$ cat src/hdl/gpv_pkg.sv
package gpv_pkg;

	localparam int BAND_COUNT = 4;
	localparam int BAND_W = 2;
	localparam int SAMPLE_W = 16;
	localparam int OUT_W = 9;
	localparam int GAIN_W = 8;
	localparam int COEF_W = 49;
	localparam int PHASE_W = 16;
	localparam int CFG_IDX_W = 3;
	localparam int ITER_W = 4;
	localparam int CORDIC_STEPS = 15;

	localparam int FRAME_LEN_DEF = 32;
	localparam int SINE_ENTRIES_DEF = 2048;
	localparam int AVG_WINDOW_DEF = 4;

	// register indexes of the configuration port
	localparam logic [CFG_IDX_W-1:0] CFG_ENABLE = 3'd0;
	localparam logic [CFG_IDX_W-1:0] CFG_INTENSITY = 3'd1;
	localparam logic [CFG_IDX_W-1:0] CFG_HARMONIC = 3'd2;
	localparam logic [CFG_IDX_W-1:0] CFG_MODULATION = 3'd3;
	localparam logic [CFG_IDX_W-1:0] CFG_BAND0 = 3'd4;
	localparam logic [CFG_IDX_W-1:0] CFG_BAND1 = 3'd5;
	localparam logic [CFG_IDX_W-1:0] CFG_BAND2 = 3'd6;
	localparam logic [CFG_IDX_W-1:0] CFG_BAND3 = 3'd7;

	typedef logic [COEF_W-1:0] coef_t;

	typedef enum logic [4:0] {
		OP_NONE,
		OP_LOAD,
		OP_LP0,
		OP_LP1,
		OP_LP2,
		OP_BANDS,
		OP_ENV_RD,
		OP_ENV_WR,
		OP_RES_MUL,
		OP_RES_ADD,
		OP_FE_MUL,
		OP_FE_VEC,
		OP_NORM,
		OP_ROT,
		OP_PHASE,
		OP_DIFF,
		OP_INC_MUL,
		OP_INC_SET,
		OP_ADV,
		OP_SYN_STEP,
		OP_SYN_ROM,
		OP_SYN_MUL,
		OP_SYN_ACC,
		OP_G1_MUL,
		OP_G1,
		OP_G2_MUL,
		OP_G2,
		OP_G3_MUL,
		OP_G3,
		OP_CLAMP,
		OP_OUT,
		OP_OUT_ZERO
	} dp_op_t;

	typedef struct packed {
		dp_op_t              op;
		logic [BAND_W-1:0]   band;
		logic [ITER_W-1:0]   iter;
	} dp_cmd_t;

	typedef struct packed {
		logic frame_last;
		logic vec_zero;
		logic norm_small;
	} dp_stat_t;

	// arctangent of 2^-i in binary angle units
	function automatic logic [PHASE_W-1:0] atan_step(input logic [ITER_W-1:0] i);
		logic [PHASE_W-1:0] r;
		case (i)
			4'd0: r = 16'd8192;
			4'd1: r = 16'd4836;
			4'd2: r = 16'd2555;
			4'd3: r = 16'd1297;
			4'd4: r = 16'd651;
			4'd5: r = 16'd326;
			4'd6: r = 16'd163;
			4'd7: r = 16'd81;
			4'd8: r = 16'd41;
			4'd9: r = 16'd20;
			4'd10: r = 16'd10;
			4'd11: r = 16'd5;
			4'd12: r = 16'd3;
			4'd13: r = 16'd1;
			4'd14: r = 16'd1;
			default: r = 16'd0;
		endcase
		return r;
	endfunction

	// combined level and output shift of each band
	function automatic logic [3:0] band_shift(input logic [BAND_W-1:0] b);
		logic [3:0] r;
		case (b)
			2'd0: r = 4'd9;
			2'd1: r = 4'd7;
			2'd2: r = 4'd8;
			default: r = 4'd9;
		endcase
		return r;
	endfunction

endpackage

$ cat src/hdl/gpv_ctrl.sv
module gpv_ctrl
	import gpv_pkg::*;
(
	input  logic     clk,
	input  logic     arst_n,
	input  logic     enable,
	input  logic     in_valid,
	output logic     in_ready,
	input  logic     out_ready,
	output logic     out_valid,
	input  dp_stat_t stat,
	output dp_cmd_t  cmd
);

	typedef enum logic [4:0] {
		S_IDLE, S_LP0, S_LP1, S_LP2, S_BANDS, S_ENV_RD, S_ENV_WR,
		S_RES_MUL, S_RES_ADD, S_FE_MUL, S_FE_VEC, S_NORM, S_ROT,
		S_PHASE, S_DIFF, S_INC_MUL, S_INC_SET, S_ADV,
		S_SYN_STEP, S_SYN_ROM, S_SYN_MUL, S_SYN_ACC,
		S_G1_MUL, S_G1, S_G2_MUL, S_G2, S_G3_MUL, S_G3, S_CLAMP,
		S_FINISH, S_ZERO
	} state_t;

	state_t              state_q;
	logic [BAND_W-1:0]   band_q;
	logic [ITER_W-1:0]   iter_q;
	logic                out_valid_q;
	logic                slot_free;
	logic                last_band;

	assign in_ready  = (state_q == S_IDLE);
	assign out_valid = out_valid_q;
	assign slot_free = !out_valid_q || out_ready;
	assign last_band = (band_q == BAND_W'(BAND_COUNT - 1));

	// decode the datapath command from the state
	always_comb begin
		cmd.band = band_q;
		cmd.iter = iter_q;
		case (state_q)
			S_IDLE:     cmd.op = in_valid ? OP_LOAD : OP_NONE;
			S_LP0:      cmd.op = OP_LP0;
			S_LP1:      cmd.op = OP_LP1;
			S_LP2:      cmd.op = OP_LP2;
			S_BANDS:    cmd.op = OP_BANDS;
			S_ENV_RD:   cmd.op = OP_ENV_RD;
			S_ENV_WR:   cmd.op = OP_ENV_WR;
			S_RES_MUL:  cmd.op = OP_RES_MUL;
			S_RES_ADD:  cmd.op = OP_RES_ADD;
			S_FE_MUL:   cmd.op = OP_FE_MUL;
			S_FE_VEC:   cmd.op = OP_FE_VEC;
			S_NORM:     cmd.op = (!stat.vec_zero && stat.norm_small) ? OP_NORM : OP_NONE;
			S_ROT:      cmd.op = OP_ROT;
			S_PHASE:    cmd.op = OP_PHASE;
			S_DIFF:     cmd.op = OP_DIFF;
			S_INC_MUL:  cmd.op = OP_INC_MUL;
			S_INC_SET:  cmd.op = OP_INC_SET;
			S_ADV:      cmd.op = OP_ADV;
			S_SYN_STEP: cmd.op = OP_SYN_STEP;
			S_SYN_ROM:  cmd.op = OP_SYN_ROM;
			S_SYN_MUL:  cmd.op = OP_SYN_MUL;
			S_SYN_ACC:  cmd.op = OP_SYN_ACC;
			S_G1_MUL:   cmd.op = OP_G1_MUL;
			S_G1:       cmd.op = OP_G1;
			S_G2_MUL:   cmd.op = OP_G2_MUL;
			S_G2:       cmd.op = OP_G2;
			S_G3_MUL:   cmd.op = OP_G3_MUL;
			S_G3:       cmd.op = OP_G3;
			S_CLAMP:    cmd.op = OP_CLAMP;
			S_FINISH:   cmd.op = slot_free ? OP_OUT : OP_NONE;
			S_ZERO:     cmd.op = slot_free ? OP_OUT_ZERO : OP_NONE;
			default:    cmd.op = OP_NONE;
		endcase
	end

	// sequence one request through the datapath
	always_ff @(posedge clk or negedge arst_n) begin
		if (!arst_n) begin
			state_q     <= S_IDLE;
			band_q      <= '0;
			iter_q      <= '0;
			out_valid_q <= 1'b0;
		end else begin
			// raise valid on a finished result, drop it once taken
			if ((state_q inside {S_FINISH, S_ZERO}) && slot_free)
				out_valid_q <= 1'b1;
			else if (out_ready)
				out_valid_q <= 1'b0;
			case (state_q)
				S_IDLE: begin
					band_q <= '0;
					if (in_valid)
						state_q <= enable ? S_LP0 : S_ZERO;
				end
				S_LP0:    state_q <= S_LP1;
				S_LP1:    state_q <= S_LP2;
				S_LP2:    state_q <= S_BANDS;
				S_BANDS:  state_q <= S_ENV_RD;
				S_ENV_RD: state_q <= S_ENV_WR;
				S_ENV_WR: begin
					band_q  <= band_q + 1'b1;
					state_q <= last_band ? S_RES_MUL : S_ENV_RD;
				end
				S_RES_MUL: state_q <= S_RES_ADD;
				S_RES_ADD: begin
					band_q <= band_q + 1'b1;
					if (!last_band)
						state_q <= S_RES_MUL;
					else
						state_q <= stat.frame_last ? S_FE_MUL : S_ADV;
				end
				S_FE_MUL: state_q <= S_FE_VEC;
				S_FE_VEC: state_q <= S_NORM;
				S_NORM: begin
					iter_q <= '0;
					if (stat.vec_zero)
						state_q <= S_PHASE;
					else if (!stat.norm_small)
						state_q <= S_ROT;
				end
				S_ROT: begin
					iter_q <= iter_q + 1'b1;
					if (iter_q == ITER_W'(CORDIC_STEPS - 1))
						state_q <= S_PHASE;
				end
				S_PHASE:   state_q <= S_DIFF;
				S_DIFF:    state_q <= S_INC_MUL;
				S_INC_MUL: state_q <= S_INC_SET;
				S_INC_SET: begin
					band_q  <= band_q + 1'b1;
					state_q <= last_band ? S_ADV : S_FE_MUL;
				end
				S_ADV:      state_q <= S_SYN_STEP;
				S_SYN_STEP: state_q <= S_SYN_ROM;
				S_SYN_ROM:  state_q <= S_SYN_MUL;
				S_SYN_MUL:  state_q <= S_SYN_ACC;
				S_SYN_ACC: begin
					band_q  <= band_q + 1'b1;
					state_q <= last_band ? S_G1_MUL : S_SYN_STEP;
				end
				S_G1_MUL: state_q <= S_G1;
				S_G1:     state_q <= S_G2_MUL;
				S_G2_MUL: state_q <= S_G2;
				S_G2:     state_q <= S_G3_MUL;
				S_G3_MUL: state_q <= S_G3;
				S_G3:     state_q <= S_CLAMP;
				S_CLAMP:  state_q <= S_FINISH;
				S_FINISH, S_ZERO: begin
					if (slot_free)
						state_q <= S_IDLE;
				end
				default: state_q <= S_IDLE;
			endcase
		end
	end

endmodule

$ cat config.mk
export PLATFORM = sky130hd
export DESIGN_NAME = gpv_ctrl
export DESIGN_NICKNAME = d
export VERILOG_FILES = /design/src/hdl/gpv_pkg.sv /design/src/hdl/gpv_ctrl.sv
export SDC_FILE = /design/constraint.sdc
export NUM_CORES = 1
export LEC_CHECK = 0
export BUFFER_PORTS_ARGS = -buffer_cell sky130_fd_sc_hd__buf_4
export CAP_MARGIN = 20
export CELL_PAD_IN_SITES_DETAIL_PLACEMENT = 1
export CELL_PAD_IN_SITES_GLOBAL_PLACEMENT = 1
export CORE_MARGIN = 2
export CORE_UTILIZATION = 43
export DETAILED_ROUTE_END_ITERATION = 7
export GPL_ROUTABILITY_DRIVEN = 0
export PLACE_DENSITY = 0.81
export SYNTH_ARGS = -nofsm -noshare
export SYNTH_HDL_FRONTEND = slang
export SYNTH_SLANG_ARGS = --single-unit
$ cat constraint.sdc
create_clock -name clk -period 3.89 [get_ports clk]
set_input_delay 0.1945 -clock clk [delete_from_list [all_inputs] [get_ports clk]]
set_output_delay 0.1945 -clock clk [all_outputs]
set_load 0.03 [all_outputs]
Yosys cells after proc, flatten, opt, wreduce, memory -nomap -nowiden:

Cells that the tools add are included.

* register bits: 12
* input port bits: 8
* output and inout bits: 13

* add/subtract/negate cells: 2
* equal/unequal tests: 36
* multiplexer cells: 21
* reductions and logical operators: 13

Operators with widths (count)
* $pmux 5 s31: 1
* $pmux 5 s30: 1
* $eq 5x5->1 const B: 15
* $mux 5: 11
* $eq 5x4->1 const B: 8
* $eq 5x3->1 const B: 4
* $eq 5x2->1 const B: 2
* $pmux 4 s2: 1
* $reduce_bool 2->1: 4
* $ne 2x2->1 const B: 3
* $eq 5x1->1 const B: 1
* $logic_not 5->1: 1
* $add 4x1->4 const B: 1
* $eq 4x4->1 const B: 1
* $mux 4: 1
* $pmux 2 s2: 1
* $reduce_and 4->1: 1
* $reduce_or 4->1: 1
* $mux 1: 3
* $mux 3: 1
* $ne 3x3->1 const B: 1
* $add 2x1->2 const B: 1
* $eq 2x2->1 const B: 1
* $logic_and 1x1->1: 2
* other kinds (4): 5

Depth between registers and ports, before layout:

Gate-level depths: netlist of run 1.

* depth in word-level cells: 4
* depth in mapped cells: 7
* depth with buffers taken out: 7

Least setup slack after synthesis of run 1:

OpenSTA, ideal clock, no wires.

* kind: flip-flop to output port
* start: reg state_q[2]
* end: out cmd[10] (netlist bit)
* data arrival time: 1.632 ns
* required time: 3.695 ns
* slack: 2.064 ns
* stages on the path, launching flop included: 5
* path buffers: 2
* cells stage by stage: dfrtp_1 > buf_2 > buf_2 > nand2_1 > o31ai_1

RTL lines
* start: declaration: RTL line gpv_ctrl.sv:24 `state_t state_q;`
* start signal: assignment: RTL line gpv_ctrl.sv:93 `state_q <= enable ? S_LP0 : S_ZERO;`
* start signal: assignment: RTL line gpv_ctrl.sv:102 `state_q <= last_band ? S_RES_MUL : S_ENV_RD;`
* start signal: assignment: RTL line gpv_ctrl.sv:110 `state_q <= stat.frame_last ? S_FE_MUL : S_ADV;`
* end: declaration: RTL line gpv_ctrl.sv:12 `output dp_cmd_t cmd`

==> results_dict.tcl, run 1 <==
set metrics [dict create \
    tns_ns 0 \
    final_nets 168 \
    clk_latency_ns 0.27 \
    ys_ff_latch 12 \
    crit_family "flip-flops" \
    async_reset_ff_share_pct 100 \
    die_x_um 55.8 \
    grt_pass1_vias 1147 \
    r2r_setup_slack_ns 1.58 \
    post_cts_buffers 0 \
    synth_edf_count 0 \
    met3_usage_pct 4.88 \
    cp.arrival_ns 2.14 \
    fin_crit_sh_pct 60.1 \
    path_clk_slew_ns 0.07 \
    start_kind "register" \
    die_height_um 55.8 \
    synth_cell_types 53 \
    htreeDepth 1 \
    ys_seq_area_share_pct 26.1 \
    cts_tree "yes" \
    drc 0 \
    cts_buffers 3 \
    final_max_slew_viol_count 0 \
    fin_cells 185 \
    initial_core_util_pct 46.1 \
    clock-root-buffer "clkbuf_4" \
    placed_cells 181 \
    skew_ns 0.00719 \
    gr-max-usage-layer "met2" \
    netlist_area_um2 1150 \
    vias 1148 \
    crit_buf_inv 1 \
    antenna_found_initial 0 \
    min_path_type "input pin to register" \
    routed_via_density 6.21 \
    hold_ws_ns 0.248 \
    grt_max_degree 32 \
    cp_common_cell "a21oi_1" \
    final_core_util_pct 51.9 \
    ir_worst_vdd_v 0.000442 \
    use_met2_pct 35.4 \
    synthCells 144 \
    syn_nets 155 \
    wirelength_um 3180 \
    cp_max_fo 31 \
    clock_path_buffers 2 \
    diodes 0 \
    total_power_mw 1.24 \
    rsz0062_at_grt "no" \
    netlist.area_leader.share_pct 26.1 \
    worstPathRequired_ns 3.70 \
    worst_slew_pin_slew_ns 1.01 \
    p_leak_nw 0.548 \
    hpwl_um 2370 \
    path_cells "nand4_1 > nand2b_1 > a21oi_1 > a21oi_1 > o31ai_1 > buf_4" \
    max_cap_viol_count 0 \
    rows 18 \
    avgSynthCellArea_um2 8.00 \
    slowest_delay_ns 1.01 \
    synth_flop_cell "dfrtp_1" \
    syn_to_final_growth_pct 12.5 \
    synthTopCellsByArea "dfrtp_1 (26%), a21oi_1 (5.2%), o21ai_0 (4.3%)" \
    io_pins 21 \
    drt-wirelength-per-cell_um 17.2 \
    grt_pass1_wl_um 5380 \
    dieArea_um2 3110 \
    setup.worst_path.class "register to output port" \
    grt_use_total_pct 21.6 \
    slew-limit-headroom_pct 32.9 \
    max_clock_freq_ghz 0.428 \
    port_buffers 20 \
    cts.sink_count 12 \
    end_kind "output port" \
    synth-warning-count 0 \
    drtPass1Iterations 4 \
    min_period_ns 2.34 \
    hold_viol_final 0 \
    synth_top_cell_by_area "dfrtp_1" \
    placeableCoreArea_um2 2500 \
    outcome "complete, no violations" \
    power.density_nw_per_um2 955 \
    grt-ovfl-total 0 \
    setup_violations 0 \
    drt_iter0_markers 34 \
    grt_util_met1_pct 29.3 \
    drive_above_1_share_pct 20.6 \
    crit_slowest_cell "dfrtp_1" \
    ant_nets 0 \
]
-- cell families (layout without fill, tap and decap cells) --
family                   Yosys count  in the layout  synth area share, %
AO/OA/AOI/OAI                     47             47                 28.6
XOR/XNOR                           4              4                 3.04
adder cells (fa/ha/maj)            3              3                 3.26
buffers and inverters             17             28                 7.93
flip-flops                        12             12                 26.1
multiplexers                       4              4                 3.69
AND/OR/NAND/NOR                   57             57                 27.5
-- routing by layer --
metal | share of wire (%) | up-vias | wire [um]
li1 | - | 553 | -
met1 | 45 | 556 | 1440
met2 | 48 | 35 | 1530
met3 | 5.6 | 4 | 179
met4 | 0.91 | 0 | 29
met5 | 0 | - | 0
-- through the flow --
stage	instance area, um^2	setup slack [ns]
3_5_place_dp	1260	1.59
6_report	1300	1.55
5_1_grt	1300	1.39
3_3_place_gp	1260	1.73
2_1_floorplan	1150	2.06
4_1_cts	1300	1.55
-- cells in the mapped netlist, types with 2 or more instances --
library cell / instances
buf_2: 7
nor3_1: 2
xnor2_1: 3
nand4_1: 3
nand3b_1: 2
nor2b_1: 6
nand2b_1: 3
mux2i_1: 2
o31ai_1: 3
nand2_1: 10
dfrtp_1: 12
inv_1: 4
o21ai_0: 10
ha_1: 3
buf_6: 2
a31oi_1: 2
a21oi_1: 12
clkbuf_1: 2
nand3_1: 8
a22o_1: 3
nor2_1: 11
o211ai_1: 2
and3_1: 2
-- report_power, final --
group          total [mW]  leakage [nW]  switching [mW]  internal [mW]
Sequential          0.366         0.153           0.193          0.173
Combinational       0.799         0.381           0.451          0.348
Clock              0.0727        0.0138          0.0370         0.0358
Total                1.24         0.548           0.681          0.558
-- cell type report --
type,instances,area [um^2]
Inverter,4,15.0
Clock buffer,3,22.5
Sequential cell,12,300
Timing Repair Buffer,21,160
Multi-Input combinational cell,115,761
Tap cell,30,37.5
Fill cell,325,1200
-- placed cells by master, fill, tap and decap left out, types with 2 or more instances in the layout --
cell       n
inv_1      4
buf_4     20
o31ai_1    3
nor3_1     2
nand2_1   10
nand3_1    8
nand2b_1   3
xnor2_1    3
a22o_1     3
ha_1       3
nand4_1    3
nor2_1    11
a31oi_1    2
nor2b_1    6
clkbuf_4   3
dfrtp_1   12
mux2i_1    2
a21oi_1   12
nand3b_1   2
o211ai_1   2
o21ai_0   10
and3_1     2
-- state kept, by name, summed over array words and instances, names as in the netlist --
| signal | flops |
|---|---|
| out_valid | 1 |
| state_q | 5 |
| band_q | 2 |
| iter_q | 4 |
-- timing repair --
action / CTS / global route
hold buffers: 1 / 0
resized for setup: 0 / 0
hold endpoints to repair: 12 / 0
-- tightest hold or removal path: stages --
cell	delay [ns]
buf_4	0.10
nor2b_4	0.05
a21oi_2	0.12
-- path summary, 6_finish.rpt --
path | from | end | cells past startpoint
max | state_q[2] | cmd[6] | 6
min | in_valid | state_q[3] | 3
max reg2reg | state_q[2] | state_q[0] | 5
min reg2reg | band_q[1] | band_q[1] | 1
max in group asynchronous | arst_n | iter_q[0] | 2
min in group asynchronous | arst_n | state_q[4] | 2
Note: power is estimated with default switching activity, not from simulation.
==> inputs of run 2 (changes only) <==
--- a/config.mk
+++ b/config.mk
@@ -10,10 +10,10 @@
 export CELL_PAD_IN_SITES_DETAIL_PLACEMENT = 1
 export CELL_PAD_IN_SITES_GLOBAL_PLACEMENT = 1
 export CORE_MARGIN = 2
-export CORE_UTILIZATION = 43
+export CORE_UTILIZATION = 40
 export DETAILED_ROUTE_END_ITERATION = 7
 export GPL_ROUTABILITY_DRIVEN = 0
-export PLACE_DENSITY = 0.81
+export PLACE_DENSITY = 0.76
 export SYNTH_ARGS = -nofsm -noshare
 export SYNTH_HDL_FRONTEND = slang
 export SYNTH_SLANG_ARGS = --single-unit
==> constraint.sdc (replaced) <==
create_clock -name clk -period 2.3 [get_ports clk]
set_input_delay 0.115 -clock clk [delete_from_list [all_inputs] [get_ports clk]]
set_output_delay 0.115 -clock clk [all_outputs]
set_load 0.03 [all_outputs]
==> run 2 against run 1 <==
Against the previous run:
- sequential share of layout area down 0.83 points
- sequential power rose by 35%
- die area grew 7.0%
- critical path depth stayed put
- total power is 79% higher
- final area is 4.2% higher
- clock power up 140%
- non-clock buffer count up 5
- critical endpoint unchanged
- highest routed layer unchanged
==> results_dict.tcl, run 2 (synthesized netlist as in run 1, its figures left out) <==
set metrics [dict create \
    outcome "complete, no violations" \
    wirelength_um 3380 \
    clock_path_buffers 2 \
    routed_via_density 6.18 \
    grt_use_total_pct 22.1 \
    path_cells "buf_4 > nor2_1 > a21oi_1 > a21oi_1 > o31ai_1 > buf_4" \
    max_clock_freq_ghz 0.484 \
    grt-ovfl-total 0 \
    diodes 0 \
    ant_nets 0 \
    drive_above_1_share_pct 24.2 \
    setup.worst_path.class "register to output port" \
    cts_buffers 3 \
    ir_worst_vdd_v 0.000970 \
    drtPass1Iterations 4 \
    drt-wirelength-per-cell_um 17.6 \
    final_nets 173 \
    crit_slowest_cell "dfrtp_1" \
    path_clk_slew_ns 0.08 \
    worst_slew_pin_slew_ns 0.462 \
    initial_core_util_pct 41.8 \
    min_path_type "input pin to register" \
    placed_cells 187 \
    tns_ns 0 \
    die_height_um 57.7 \
    die_x_um 57.7 \
    fin_cells 192 \
    port_buffers 20 \
    power.density_nw_per_um2 1650 \
    layout_common_cells "buf_4 (25), a21oi_1 (12), nor2_1 (11), dfrtp_1 (11)" \
    dieArea_um2 3330 \
    cp.arrival_ns 1.95 \
    hold_viol_final 0 \
    cts.sink_count 12 \
    slowest_delay_ns 0.63 \
    worstPathRequired_ns 2.18 \
    setup_violations 0 \
    slew-limit-headroom_pct 69.1 \
    grt_max_degree 20 \
    clk_latency_ns 0.29 \
    vias 1187 \
    fin_crit_sh_pct 89.9 \
    max_cap_viol_count 0 \
    drc 0 \
    start_kind "register" \
    antenna_found_initial 0 \
    skew_ns 0.00671 \
    min_period_ns 2.07 \
    post_cts_buffers 0 \
    reg_top3 "state_q (5), iter_q (4), band_q (2)" \
    clock-root-buffer "clkbuf_4" \
    regMostFlops "state_q" \
    rsz0062_at_grt "no" \
    grt_pass1_wl_um 5710 \
    cp_max_fo 19 \
    final_max_slew_viol_count 0 \
    crit_buf_inv 2 \
    cts_tree "yes" \
    grt_pass1_vias 1171 \
    io_pins 21 \
    hpwl_um 2540 \
    htreeDepth 1 \
    largest_register_ffs 5 \
    p_leak_nw 0.579 \
    end_kind "output port" \
    drt_iter0_markers 32 \
    syn_to_final_growth_pct 17.2 \
    rows 19 \
    crit_family "flip-flops" \
    placeableCoreArea_um2 2760 \
    final_common_cell "buf_4" \
]
-- run 2: changes by cell type in the layout (fill, tap and decap cells not counted), sizes merged --
| cell | previous run | this run |
|---|---|---|
| buf | 20 | 25 |
| clkbuf | 3 | 4 |
-- run 2: worst paths after layout --
check / startpoint / endpoint / slack (ns) / depth (start not counted)
worst min register to register: band_q[1] / band_q[1] / 0.55 / 1
max in group asynchronous: arst_n / state_q[1] / 1.94 / 2
min in group asynchronous: arst_n / state_q[1] / 0.20 / 2
worst max register to register: state_q[3] / state_q[0] / 0.39 / 5
worst max-delay path: state_q[2] / cmd[6] / 0.23 / 6
worst min-delay path: in_valid / state_q[3] / 0.12 / 3
-- run 2: report_power, final --
group | switching, mW | total, mW | internal, mW
clock network | 0.0779 | 0.175 | 0.0966
registers | 0.196 | 0.495 | 0.299
logic | 0.919 | 1.55 | 0.634
-- run 2: through the flow --
stage / cell area (um^2) / hold slack (ns) / util [%] / total power [mW] / worst slack, ns
final: 1350 / 0.123 / 49.0 / 2.22 / 0.233
after global routing: 1350 / 0.127 / 49.0 / 2.40 / 0.106
after CTS: 1350 / 0.115 / 48.9 / 2.22 / 0.173
after detailed placement: 1300 / -0.0322 / 47.2 / 2.04 / 0.315
after global placement: 1300 / -0.0343 / 47.2 / 1.99 / 0.396
after floorplan: 1150 / -0.181 / - / 1.62 / 0.520
-- run 2: area by class of cell --
type                            count  area (um^2)
Fill cell                         356         1410
Clock buffer                        4         36.3
Multi-Input combinational cell    115          761
Sequential cell                    12          302
Timing Repair Buffer               26          198
Inverter                            4         15.0
Tap cell                           31         38.8
-- run 2: routing by layer --
layer | share of wire [%] | track usage (%) | vias up
met2 | 48 | 34.7 | 40
met3 | 4.8 | 4.91 | 2
met5 | 0 | 0 | -
met1 | 47 | 31.9 | 583
li1 | - | - | 562
met4 | 0.50 | 3.32 | 0
-- run 2: repair_timing --
| action | in CTS | in global routing |
|---|---|---|
| resized for setup | 0 | 1 |
| hold buffers | 1 | 0 |
| endpoints found under the setup margin | 0 | 2 |
| hold endpoints to repair | 12 | 0 |
-- run 2: worst reg2reg max path, delay by kind of cell, from the launching register on --
kind,cells,cell delay (ns)
muxes,1,0.34
DFF,1,0.51
and+or+nand+nor,3,0.86
AOI/OAI and AO/OA,1,0.08
==> inputs of run 3 (changes only) <==
==> constraint.sdc (replaced) <==
create_clock -name clk -period 2.3 [get_ports clk]
set_input_delay 0.69 -clock clk [delete_from_list [all_inputs] [get_ports clk]]
set_output_delay 0.69 -clock clk [all_outputs]
set_load 0.03 [all_outputs]
==> run 3 against run 2 <==
Against the previous run:
- count of clock-buffer cells in the layout shrank 1
- fmax decreased by 9.2%
- via count increased by 4.6%
- global-route usage increased by 0.73 points
- final cell count up 8.9%
- register-to-register slack worse by 0.07 ns
==> results_dict.tcl, run 3 (synthesized netlist as in run 1, its figures left out) <==
set metrics [dict create \
    outcome "complete, no violations" \
    place_ws_ns 0.0251 \
    antenna_found_initial 0 \
    hpwl_um 2700 \
    placeableCoreArea_um2 2760 \
    layout_common_cells "buf_4 (37), nand2_1 (10), a21oi_1 (10)" \
    p_leak_nw 0.691 \
    fin_crit_sh_pct 99.0 \
    largest_register_ffs 5 \
    max_clock_freq_ghz 0.439 \
    worst_slew_pin_slew_ns 0.331 \
    min_period_ns 2.28 \
    grt_use_total_pct 22.8 \
    cp_max_fo 2 \
    clock_path_buffers 2 \
    regMostFlops "state_q" \
    setup.worst_path.class "input pin to output port" \
    dpl-instance-area_um2 1380 \
    hold_viol_final 0 \
    initial_core_util_pct 41.8 \
    final_max_slew_viol_count 0 \
    final_nets 191 \
    clock-root-buffer "clkbuf_4" \
    drt_iter0_markers 31 \
    io_pins 21 \
    final_core_util_pct 56.3 \
    cp.arrival_ns 1.59 \
    htreeDepth 1 \
    reg_top3 "state_q (5), iter_q (4), band_q (2)" \
    routed_via_density 5.94 \
    cts_buffers 3 \
    max_cap_viol_count 0 \
    grt_max_degree 20 \
    setup_ws_ns 0.0237 \
    clk_latency_ns 0.27 \
    die_height_um 57.7 \
    vias 1242 \
    slew-limit-headroom_pct 77.7 \
    drc 0 \
    path_clk_slew_ns 0.07 \
    r2r_setup_slack_ns 0.32 \
    start_kind "input pin" \
    hold_ws_ns 0.247 \
    diodes 0 \
    drive_above_1_share_pct 39.3 \
    worstPathRequired_ns 1.61 \
    cts_hold_buf 0 \
    final_common_cell "buf_4" \
    grt_pass1_vias 1224 \
    wirelength_um 3910 \
    drt-wirelength-per-cell_um 18.7 \
    setup_violations 0 \
    rsz0062_at_grt "yes" \
    port_buffers 20 \
    skew_ns 0.00143 \
    grt-ovfl-total 0 \
    min_path_type "input pin to asynchronous set/reset pin" \
    cts.sink_count 12 \
    syn_to_final_growth_pct 34.6 \
    die_x_um 57.7 \
    ir_worst_vdd_v 0.00108 \
    grt_pass1_wl_um 5890 \
    power.density_nw_per_um2 1660 \
    rows 19 \
    ant_nets 0 \
    end_kind "output port" \
    drtPass1Iterations 4 \
    cts_tree "yes" \
    dieArea_um2 3330 \
    final_cell_area_um2 1550 \
]
run 3: through the flow:
step | setup TNS [ns] | cells | power [mW]
after CTS | 0 | 201 | 2.32
after floorplan | -0.00216 | 144 | 1.64
after detailed placement | 0 | 196 | 2.15
after global routing | -0.0813 | 209 | 2.77
final | 0 | 209 | 2.58
after global placement | 0 | 196 | 2.08
run 3: path summary, 6_finish.rpt:
check,startpoint,to,depth (start not counted)
worst min-delay path,arst_n,iter_q[0],1
worst max register to register,state_q[2],state_q[0],6
worst min register to register,band_q[1],band_q[1],1
worst max-delay path,stat[0],cmd[8],7
min in group clk,band_q[1],band_q[1],1
max in group asynchronous,arst_n,state_q[0],1
run 3: where the power goes:
part | switching (mW) | internal, mW | total, mW
logic | 1.14 | 0.885 | 2.02
clock network | 0.0690 | 0.0606 | 0.130
registers | 0.122 | 0.304 | 0.427
total | 1.33 | 1.25 | 2.58
run 3: worst max-delay path: stages:
cell	delay [ns]
buf_6	0.09
nor2b_4	0.12
nor2_1	0.13
nor2_2	0.07
o2bb2ai_1	0.13
a32o_2	0.23
buf_6	0.13
run 3: timing repair:
action	in CTS	in global routing
setup endpoints to repair	3	5
pin swaps	0	8
setup buffers	2	8
gates resized for setup	2	21
endpoints found under the hold margin	0	0
run 3: per-layer routing:
metal | up-vias | wire, um | global-route usage [%] | share of wire, %
li1 | 597 | - | - | -
met1 | 616 | 1620 | 27.3 | 41
met2 | 25 | 2150 | 41.7 | 55
met3 | 4 | 91 | 2.23 | 2.3
met4 | 0 | 51 | 8.97 | 1.3
met5 | - | 0 | 0 | 0
run 3: layout make-up:
class | count | area [um^2]
multi-input cells | 115 | 815
fillers | 352 | 1210
inverters | 4 | 15.0
flip-flops and latches | 12 | 304
well taps | 31 | 38.8
clock buffers | 3 | 22.5
repair buffers | 44 | 357
